$ cat src/sv/periodic_pair_distance_macros.svh
// assertion macros for the periodic pair distance block
`ifndef PERIODIC_PAIR_DISTANCE_MACROS_SVH
`define PERIODIC_PAIR_DISTANCE_MACROS_SVH

// same-cycle implication, checked out of reset
`define PPD_ASSERT_NOW(label, ante, cons, msg) \
  label: assert property (@(posedge clk) disable iff (rst) (ante) |-> (cons)) else $error(msg);

// next-cycle implication, checked out of reset
`define PPD_ASSERT_NEXT(label, ante, cons, msg) \
  label: assert property (@(posedge clk) disable iff (rst) (ante) |=> (cons)) else $error(msg);

`endif

$ cat src/sv/ppd_pkg.sv
// shared types and constants of the periodic pair distance block
`timescale 1ns / 1ps
package ppd_pkg;

  localparam int ATOM_SLOTS_DEF = 4096;
  localparam int COORD_BITS_DEF = 20;
  localparam int LANE_BITS      = 20;
  localparam int REG_BITS       = 60;
  localparam int SLOT_BITS      = 12;
  localparam int DIST_BITS      = 21;
  localparam int FRAC_SHIFT     = 30;
  localparam int INV_BITS       = 20;
  localparam int FRAC_BITS      = 31;

  // operation codes
  localparam logic OP_LOAD    = 1'b0;
  localparam logic OP_MEASURE = 1'b1;

  // register indexes
  typedef enum logic [2:0] {
    REG_MODE  = 3'd0,
    REG_BOX_A = 3'd1,
    REG_BOX_B = 3'd2,
    REG_BOX_C = 3'd3,
    REG_INV_A = 3'd4,
    REG_INV_B = 3'd5,
    REG_INV_C = 3'd6
  } reg_index_t;

  // sequencer states
  typedef enum logic [5:0] {
    S_IDLE = 6'b000001,
    S_READ = 6'b000010,
    S_FRAC = 6'b000100,
    S_CART = 6'b001000,
    S_SQ   = 6'b010000,
    S_ROOT = 6'b100000
  } state_t;

  // status of the square root unit
  typedef struct packed {
    logic busy;
    logic done;
  } root_status_t;

endpackage

$ cat src/sv/ppd_root.sv
// iterative floor square root, two radicand bits per cycle
`timescale 1ns / 1ps
module ppd_root
  import ppd_pkg::*;
#(
  parameter int ROOT_W = COORD_BITS_DEF + 1
) (
  input  logic                  clk,
  input  logic                  rst,
  input  logic                  go,
  input  logic [2*ROOT_W-1:0]   value,
  output root_status_t          status,
  output logic [ROOT_W-1:0]     root
);

  localparam int CNT_W = $clog2(ROOT_W + 1);

  logic [2*ROOT_W-1:0] rad;
  logic [ROOT_W+1:0]   rem;
  logic [CNT_W-1:0]    cnt;
  logic                busy;
  logic                done;
  logic [ROOT_W+1:0]   rem_sh;
  logic [ROOT_W+1:0]   trial;

  // one digit step
  assign rem_sh = {rem[ROOT_W-1:0], rad[2*ROOT_W-1 -: 2]};
  assign trial  = {root, 2'b01};

  // control
  always_ff @(posedge clk) begin
    if (rst) begin
      busy <= 1'b0;
      done <= 1'b0;
      cnt  <= '0;
    end else begin
      done <= 1'b0;
      if (go) begin
        busy <= 1'b1;
        cnt  <= CNT_W'(ROOT_W);
      end else if (busy) begin
        cnt <= cnt - 1'b1;
        if (cnt == CNT_W'(1)) begin
          busy <= 1'b0;
          done <= 1'b1;
        end
      end
    end
  end

  // datapath
  always_ff @(posedge clk) begin
    if (go) begin
      rad  <= value;
      rem  <= '0;
      root <= '0;
    end else if (busy) begin
      rad <= {rad[2*ROOT_W-3:0], 2'b00};
      if (rem_sh >= trial) begin
        rem  <= rem_sh - trial;
        root <= {root[ROOT_W-2:0], 1'b1};
      end else begin
        rem  <= rem_sh;
        root <= {root[ROOT_W-2:0], 1'b0};
      end
    end
  end

  assign status = '{busy: busy, done: done};

endmodule
$ cat config.mk
export PLATFORM = sky130hd
export DESIGN_NAME = ppd_root
export DESIGN_NICKNAME = d
export VERILOG_FILES = /design/src/sv/periodic_pair_distance_macros.svh /design/src/sv/ppd_pkg.sv /design/src/sv/ppd_root.sv
export SDC_FILE = /design/constraint.sdc
export NUM_CORES = 1
export LEC_CHECK = 0
export BUFFER_PORTS_ARGS = -buffer_cell sky130_fd_sc_hd__buf_2
export CAP_MARGIN = 20
export CELL_PAD_IN_SITES_DETAIL_PLACEMENT = 1
export CELL_PAD_IN_SITES_GLOBAL_PLACEMENT = 1
export CORE_MARGIN = 8
export CORE_UTILIZATION = 40
export CTS_BUF_LIST = sky130_fd_sc_hd__clkbuf_8 sky130_fd_sc_hd__clkbuf_16
export CTS_CLUSTER_DIAMETER = 120
export DETAILED_ROUTE_END_ITERATION = 16
export PLACE_DENSITY = 0.84
export SYNTH_ARGS = -nofsm -noshare
export SYNTH_HDL_FRONTEND = slang
export SYNTH_SLANG_ARGS = --single-unit
$ cat constraint.sdc
create_clock -name clk -period 7.4 [get_ports clk]
set_clock_uncertainty 0.05 [all_clocks]
set_input_delay 0.74 -clock clk [delete_from_list [all_inputs] [get_ports clk]]
set_output_delay 0.74 -clock clk [all_outputs]
set_load 0.01 [all_outputs]
==> results of run 1 <==
==> sequential cells by signal (all words and copies together), names as in the netlist <==
signal,flops
root,21
cnt,5
rad,42
done,1
busy,1
rem,21
==> path summary, 6_finish.rpt <==
check	end	slack, ns	cells past startpoint
setup / recovery	rem[2]	4.30	10
hold / removal	rem[19]	0.45	2
setup reg to reg	rem[2]	4.30	10
hold reg to reg	rem[19]	0.45	2
==> tightest hold or removal path, delay by kind of cell, from the launching register on <==
family / cells / cell delay (ns)
flops: 1 / 0.34
compound gates: 2 / 0.13
==> cell type report <==
cell class | instances | area (um2)
Sequential cell | 91 | 2240
Inverter | 34 | 128
Multi-Input combinational cell | 345 | 2500
Timing Repair Buffer | 69 | 353
Tap cell | 172 | 215
Clock buffer | 9 | 225
Fill cell | 1465 | 6660
Clock inverter | 7 | 92.6
==> routing by layer <==
layer,vias up,wire length [um]
met5,-,13
met4,2,238
met3,18,648
met2,79,6470
met1,1894,5450
li1,1882,-
==> Yosys cell counts (3+ instances only) <==
cell type / n / share of area
a211oi_1: 8 / 0.012
a21o_1: 10 / 0.015
a21oi_1: 22 / 0.022
a311oi_1: 8 / 0.014
a32oi_1: 3 / 0.0052
and2_1: 3 / 0.0037
and3_1: 3 / 0.0037
buf_1: 6 / 0.0045
buf_2: 6 / 0.0060
buf_6: 3 / 0.0067
clkbuf_1: 13 / 0.0097
dfxtp_1: 49 / 0.20
edfxtp_1: 42 / 0.25
ha_1: 25 / 0.062
inv_1: 34 / 0.025
mux2_2: 40 / 0.090
mux2i_1: 23 / 0.046
nand2_1: 35 / 0.026
nand2b_1: 3 / 0.0037
nand3_1: 21 / 0.021
nand4_1: 4 / 0.0050
nor2_1: 59 / 0.044
nor2b_1: 3 / 0.0037
nor3_1: 8 / 0.0080
o21a_1: 3 / 0.0045
o21ai_0: 4 / 0.0040
o21ai_1: 4 / 0.0040
o31ai_1: 3 / 0.0045
xnor2_1: 12 / 0.021
xor2_1: 9 / 0.016
==> where the power goes <==
| part | total (mW) | internal, mW | switching, mW |
|---|---|---|---|
| sequential | 0.642 | 0.594 | 0.0475 |
| clock | 0.497 | 0.297 | 0.200 |
| combinational | 0.970 | 0.383 | 0.587 |
==> kinds of logic after synthesis <==
logic type	after synthesis	synth area share
adder cells (fa/ha/maj)	25	0.0623
flip-flops	91	0.446
XOR/XNOR	21	0.0366
AO/OA/AOI/OAI	82	0.118
AND/OR/NAND/NOR	154	0.145
multiplexers	63	0.136
buffers and inverters	64	0.0553
==> metrics by stage <==
step	hold slack [ns]	std cells	util	power [mW]
5_1_grt	0.468	727	0.464	2.25
3_5_place_dp	0.425	711	0.438	1.60
3_3_place_gp	0.410	711	0.438	1.56
2_1_floorplan	0.388	500	-	1.41
6_report	0.446	727	0.464	2.11
4_1_cts	0.447	727	0.464	2.12
==> impl_metrics.yaml, run 1 <==
run_status:
  status: "finished clean"
clock_tree:
  clock-sinks: 91
  clkLatencyLatePin_ns: 0.35
  cts-resized-gates: 0
  clockRootBuffer: "clkbuf_16"
  clock_path_buffers: 2
  cts_max_level: 3
  path_clk_slew_ns: 0.07
  numCtsBuffers: 9
  cts_tree: "done"
  cts_setup_buffers: 0
  hold_buffers: 0
logic_synthesis:
  yosys_warnings: 0
  synth_cell_types: 56
  synth_area_per_cell_um2: 10.0
  netlist_instances: 500
  synth_async_sr_flop_share: 0
  synth_top_flop_cell: "dfxtp_1"
  netlist_area_mm2: 0.00502
  synth-edff-count: 42
  ys_ff_latch: 91
  synth-seq-area-share: 0.446
  syn_nets: 570
routing:
  num_vias: 3875
  drc: 0
  drtIter0Drc: 215
  wl_mm: 12.8
  dr.pass1.iters: 4
  antenna_left: 0
  routed_via_density: 5.33
  wl_per_cell_um: 17.6
setup_path:
  critPathRequiredTime_ns: 7.59
  cp-startpoint: "root[1]"
  slowest_delay_ns: 0.70
  crit_chain: "inv_1 -> ha_1 -> nor3_1 -> a211oi_2 -> a21oi_1 -> and4bb_1 -> nor2_4 -> a21o_1 -> nand3_1 -> a311oi_1"
  crit_fanout: 22
  path_class: "flip-flop to flip-flop"
  crit_arrival_ns: 3.30
  worst-path-buf-inv: 1
  path_delay_family: "compound AO/OA/AOI/OAI gates"
  crit_slowest_cell: "a21o_1"
  r2r-start: "root[1]"
  end_kind: "flip-flop"
  critPathLaunchType: "flip-flop"
timing:
  period_share: 0.419
  finalHoldViolCount: 0
  final-max-slew-violation-count: 0
  fmax_ghz: 0.322
  post-route-min-period_ns: 3.10
  worst_slack_ns: 4.30
  rsz0062_at_grt: "false"
  setup_tns_ns: 0
  tightest_slew_ns: 0.988
  setup_viol: 0
  relSlewSlack: 0.340
global_routing:
  use_met3: 0.0453
  grt_pass1_vias: 4129
  grtUsageTotal: 0.163
  grt_busiest_layer: "met2"
  grt_antenna_before_repair: 1
  grtUsageMet1: 0.188
  grt_use_met2: 0.281
  grt_max_degree: 89
  grt_pass1_wl_mm: 21.3
  grt.overflow.total: 0
final_layout:
  fin_nets: 620
  insertedDiodeCount: 0
  design_area_mm2: 0.00576
  layout_common_cells: "66 x buf_2, 59 x nor2_1, 48 x dfxtp_1, 42 x edfxtp_1, 40 x mux2_2"
  layout_commonest_cell: "buf_2"
  area_growth_pct: 14.7
  drive_gt1_frac: 0.249
floorplanning:
  rows: 41
  die_w_um: 128
  die_y_um: 128
  ioPinCount: 68
  start_util: 0.405
  core_area_mm2: 0.0124
  die-area_mm2: 0.0164
flow_run:
  max-cap-violations: 0
placed_design:
  place_ws_ns: 4.30
  gp_congestion: 0.876
  portBuffers: 67
  hpwl_mm: 9.21
  place_area_mm2: 0.00544
pwr:
  leakage_nw: 2.37
  peakVddDrop_mv: 0.136
  powerDensity_mw_per_mm2: 366
min_path:
  worstHoldPathType: "flip-flop to flip-flop"
  worstHoldStart: "rem[19]"
No activity file was read; power rests on OpenSTA's default activity.
==> run 2, diff against run 1 <==
--- a/config.mk
+++ b/config.mk
@@ -14,7 +14,7 @@
 export CTS_BUF_LIST = sky130_fd_sc_hd__clkbuf_8 sky130_fd_sc_hd__clkbuf_16
 export CTS_CLUSTER_DIAMETER = 120
 export DETAILED_ROUTE_END_ITERATION = 16
-export PLACE_DENSITY = 0.84
+export PLACE_DENSITY = 0.87
 export SYNTH_ARGS = -nofsm -noshare
 export SYNTH_HDL_FRONTEND = slang
 export SYNTH_SLANG_ARGS = --single-unit
==> constraint.sdc (replaced) <==
create_clock -name clk -period 2.8 [get_ports clk]
set_clock_uncertainty 0.05 [all_clocks]
set_input_delay 0.28 -clock clk [delete_from_list [all_inputs] [get_ports clk]]
set_output_delay 0.28 -clock clk [all_outputs]
set_load 0.01 [all_outputs]
==> impl_metrics.yaml, run 2 (synthesis gave the netlist of run 1 again) <==
setup_path:
  crit_fanout: 22
  critPathRequiredTime_ns: 3.00
  crit_arrival_ns: 2.97
  end_kind: "flip-flop"
  critPathLaunchType: "flip-flop"
  path_class: "flip-flop to flip-flop"
  rrSetupSlack_ns: 0.03
final_layout:
  layout_commonest_cell: "buf_2"
  reg.largest.list: "rad: 42 flops, rem: 21 flops, root: 21 flops"
  seqCellArea_mm2: 0.00225
  nFillCells: 1443
  regMostFlops: "rad"
  multi_input_area_mm2: 0.00263
  area_growth_pct: 20.1
  largest_register_ffs: 42
  drive_gt1_frac: 0.312
  insertedDiodeCount: 0
  final_cells: 740
  layout_common_cells: "67 x buf_2, 59 x nor2_1, 45 x dfxtp_1, 42 x edfxtp_1, 40 x mux2_2"
  fin_nets: 633
  final_util: 0.486
global_routing:
  grt_antenna_before_repair: 0
  grt_pass1_vias: 4466
  grt_pass1_wl_mm: 22.7
  grt.overflow.total: 0
  grt_max_degree: 80
  grtUsageTotal: 0.173
timing:
  relSlewSlack: 0.571
  post-route-min-period_ns: 2.77
  finalHoldViolCount: 0
  setup_tns_ns: 0
  period_share: 0.989
  holdWs_ns: 0.138
  fmax_ghz: 0.361
  tightest_slew_ns: 0.641
  setup_viol: 0
  final-max-slew-violation-count: 0
clock_tree:
  clockRootBuffer: "clkbuf_16"
  cts_tree: "done"
  clkLatencyLatePin_ns: 0.34
  path_clk_slew_ns: 0.07
  numCtsBuffers: 9
  clock_path_buffers: 2
  clock-sinks: 91
  hold_buffers: 0
  cts_max_level: 3
flow_run:
  max-cap-violations: 0
placed_design:
  portBuffers: 67
  gp_congestion: 0.878
  hpwl_mm: 10.1
  placed_cells: 723
routing:
  num_vias: 4038
  drtIter0Drc: 206
  drc: 0
  wl_mm: 14.4
  dr.pass1.iters: 4
  routed_via_density: 5.46
  antenna_left: 0
  wl_per_cell_um: 19.5
floorplanning:
  ioPinCount: 68
  die_w_um: 128
  die-area_mm2: 0.0164
  rows: 41
  start_util: 0.405
  core_area_mm2: 0.0124
  die_y_um: 128
pwr:
  power.share.switching: 0.403
  powerDensity_mw_per_mm2: 1010
  p_sw_mw: 2.45
  peakVddDrop_mv: 0.563
  p_comb_frac: 0.502
  intPower_mw: 3.63
  power_mw: 6.08
  leakage_nw: 2.45
  seqPwrFrac: 0.280
  p_clk_frac: 0.218
min_path:
  worstHoldPathType: "input port to flip-flop"
run_status:
  status: "finished clean"
-- run 2: repair_timing --
action,CTS,global route
setup buffers,0,1
gates resized for setup,0,25
endpoints found under the setup margin,0,14
-- run 2: final timing paths --
check,from,endpoint,cells after the start
max,root[0],rem[2],11
max reg2reg,root[0],rem[2],11
min reg2reg,rem[20],rem[20],2
min,rst,busy,2
-- run 2: power by group through the flow --
| stage | logic [mW] | clock network [mW] | registers (mW) |
|---|---|---|---|
| 3_3_place_gp | 2.60 | 0 | 1.71 |
| 6_report | 3.05 | 1.32 | 1.70 |
| 3_5_place_dp | 2.72 | 0 | 1.72 |
| 5_1_grt | 3.28 | 1.40 | 1.71 |
| 2_1_floorplan | 2.04 | 0 | 1.67 |
| 4_1_cts | 2.80 | 1.34 | 1.69 |
-- run 2: cell type report --
| type | count | share of cell area |
|---|---|---|
| Tap cell | 172 | 0.0357 |
| Multi-Input combinational cell | 345 | 0.436 |
| Sequential cell | 91 | 0.373 |
| Timing Repair Buffer | 82 | 0.0805 |
| Clock inverter | 7 | 0.0166 |
| Inverter | 34 | 0.0212 |
| Clock buffer | 9 | 0.0374 |
-- run 2: through the flow --
| step | instance area [um2] | setup slack (ns) |
|---|---|---|
| detailed placement | 5570 | 0.0952 |
| global placement | 5570 | 0.220 |
| global route | 6030 | -0.0670 |
| CTS | 5890 | 0.00393 |
| finish | 6030 | 0.0309 |
| floorplan | 5020 | 0.261 |
-- run 2: critical path, stage by stage, from the launching register on --
cell	delay, ns
dfxtp_1	0.38
inv_1	0.10
ha_4	0.29
o21ai_1	0.10
a211oi_2	0.37
a21oi_1	0.15
and4bb_2	0.29
nor2_4	0.16
a21o_1	0.18
buf_12	0.18
nand3_1	0.12
a311oi_2	0.30
-- run 2: routing by layer --
| layer | part of all wire | wire length, um | GRT usage |
|---|---|---|---|
| met4 | 0.016 | 231 | 0.0503 |
| met2 | 0.53 | 7680 | 0.322 |
| met1 | 0.41 | 5850 | 0.192 |
| met3 | 0.046 | 666 | 0.0395 |
| met5 | 0 | 0 | 0 |
==> run 3, diff against run 2 <==
--- a/config.mk
+++ b/config.mk
@@ -15,6 +15,7 @@
 export CTS_CLUSTER_DIAMETER = 120
 export DETAILED_ROUTE_END_ITERATION = 16
 export PLACE_DENSITY = 0.87
+export SETUP_SLACK_MARGIN = 0.4
 export SYNTH_ARGS = -nofsm -noshare
 export SYNTH_HDL_FRONTEND = slang
 export SYNTH_SLANG_ARGS = --single-unit
==> impl_metrics.yaml, run 3 (synthesis gave the netlist of run 1 again) <==
run_status:
  status: "finished, violations left"
  violations: "negative setup slack"
setup_path:
  worst-path-buf-inv: 3
  worst_path_most_repeated_cell: "a21o_1"
  critPathLaunchType: "flip-flop"
  crit_arrival_ns: 3.06
  crit_chain: "inv_2 -> ha_4 -> a21o_1 -> a21o_1 -> a21oi_2 -> o21ai_1 -> a221o_1 -> buf_6 -> a21oi_4 -> buf_12 -> nand2_1 -> a311oi_2"
  critPathRequiredTime_ns: 2.99
  rrSetupSlack_ns: -0.07
  crit_fanout: 8
  slowest_delay_ns: 0.37
  path_class: "flip-flop to flip-flop"
  crit_slowest_cell: "a221o_1"
  end_kind: "flip-flop"
  path_delay_family: "compound AO/OA/AOI/OAI gates"
global_routing:
  grt_pass1_wl_mm: 25.4
  grt_pass1_vias: 4764
  grtUsageTotal: 0.197
  grt.overflow.total: 0
  grt_max_degree: 56
  grt_antenna_before_repair: 1
final_layout:
  drive_gt1_frac: 0.428
  seqCellArea_mm2: 0.00227
  layout_commonest_cell: "buf_2"
  largest_register_ffs: 42
  fin_nets: 658
  multi_input_area_mm2: 0.00291
  final_util: 0.529
  reg.largest.list: "rad: 42 flops, rem: 21 flops, root: 21 flops"
  area_growth_pct: 30.8
  regMostFlops: "rad"
  layout_common_cells: "67 x buf_2, 59 x nor2_1, 42 x edfxtp_1, 40 x mux2_2, 32 x buf_4"
  nFillCells: 1392
  insertedDiodeCount: 0
floorplanning:
  die-area_mm2: 0.0164
  ioPinCount: 68
  die_w_um: 128
  start_util: 0.405
  core_area_mm2: 0.0124
  die_y_um: 128
  rows: 41
timing:
  tightest_slew_ns: 0.717
  setup_viol: 6
  final-max-slew-violation-count: 0
  setup_tns_ns: -0.162
  finalHoldViolCount: 0
  rsz0062_at_grt: "true"
  worst_slack_ns: -0.0694
  post-route-min-period_ns: 2.87
  relSlewSlack: 0.522
  fmax_ghz: 0.349
  period_share: 1.02
  holdWs_ns: 0.141
placed_design:
  gp_congestion: 0.884
  hpwl_mm: 9.73
  place_ws_ns: 0.139
  portBuffers: 67
clock_tree:
  cts_tree: "done"
  clock_path_buffers: 2
  cts_max_level: 3
  clock-sinks: 91
  path_clk_slew_ns: 0.07
  numCtsBuffers: 9
  clockRootBuffer: "clkbuf_16"
  clkLatencyLatePin_ns: 0.35
  hold_buffers: 0
routing:
  wl_per_cell_um: 23.8
  num_vias: 4435
  wl_mm: 18.2
  antenna_left: 0
  drc: 0
  dr.pass1.iters: 5
  routed_via_density: 5.80
  drtIter0Drc: 314
pwr:
  power_mw: 7.42
  leakage_nw: 2.67
  powerDensity_mw_per_mm2: 1130
  peakVddDrop_mv: 0.735
min_path:
  worstHoldPathType: "input port to flip-flop"
flow_run:
  max-cap-violations: 0
## run 3: worst paths after layout
kind                            startpoint      end  depth (start not counted)
worst max register to register    root[14]   rem[2]                         12
worst min-delay path                   rst   cnt[4]                          2
worst max-delay path              root[14]   rem[2]                         12
worst min register to register     rem[20]  rem[20]                          2
## run 3: area by class of cell
type                       count  share of cell area
multi-input combinational    345               0.442
sequential                    91               0.346
timing repair buffer         107               0.111
clock buffer                   9              0.0343
tap                          172              0.0328
inverter                      34              0.0194
clock inverter                 7              0.0141
## run 3: routing by layer
layer	global-route usage	up-vias	share of wire
li1	-	1956	-
met1	0.218	2207	0.39
met2	0.339	195	0.50
met3	0.0549	75	0.065
met4	0.0979	2	0.044
met5	0	-	0.00088
## run 3: worst reg2reg max path, cell delays in order, from the launching register on
cell and delay (ns):
dfxtp_2 0.35, inv_2 0.05, ha_4 0.25, a21o_1 0.20, a21o_1 0.18, a21oi_2 0.23
o21ai_1 0.12, a221o_1 0.37, buf_6 0.15, a21oi_4 0.20, buf_12 0.18, nand2_1 0.08
a311oi_2 0.35
## run 3: power by group
part	internal, mW	total (mW)	leakage [nW]	switching, mW
combinational	1.96	4.35	1.68	2.39
sequential	1.57	1.75	0.833	0.174
clock	0.781	1.33	0.155	0.544
total	4.32	7.42	2.67	3.10
## run 3: repair_timing
item                                   4_1_cts  5_1_grt
endpoints found under the hold margin        0        0
setup buffers                               10       11
setup endpoints to repair                   22       22
resized for setup                           59       32
cloned                                       1        2
pin swaps                                   11       23
## run 3: stage by stage
step	cell area (um2)	std cells
final	6570	765
after floorplan	5030	500
after detailed placement	5570	725
after CTS	6310	752
after global routing	6570	765
after global placement	5570	725
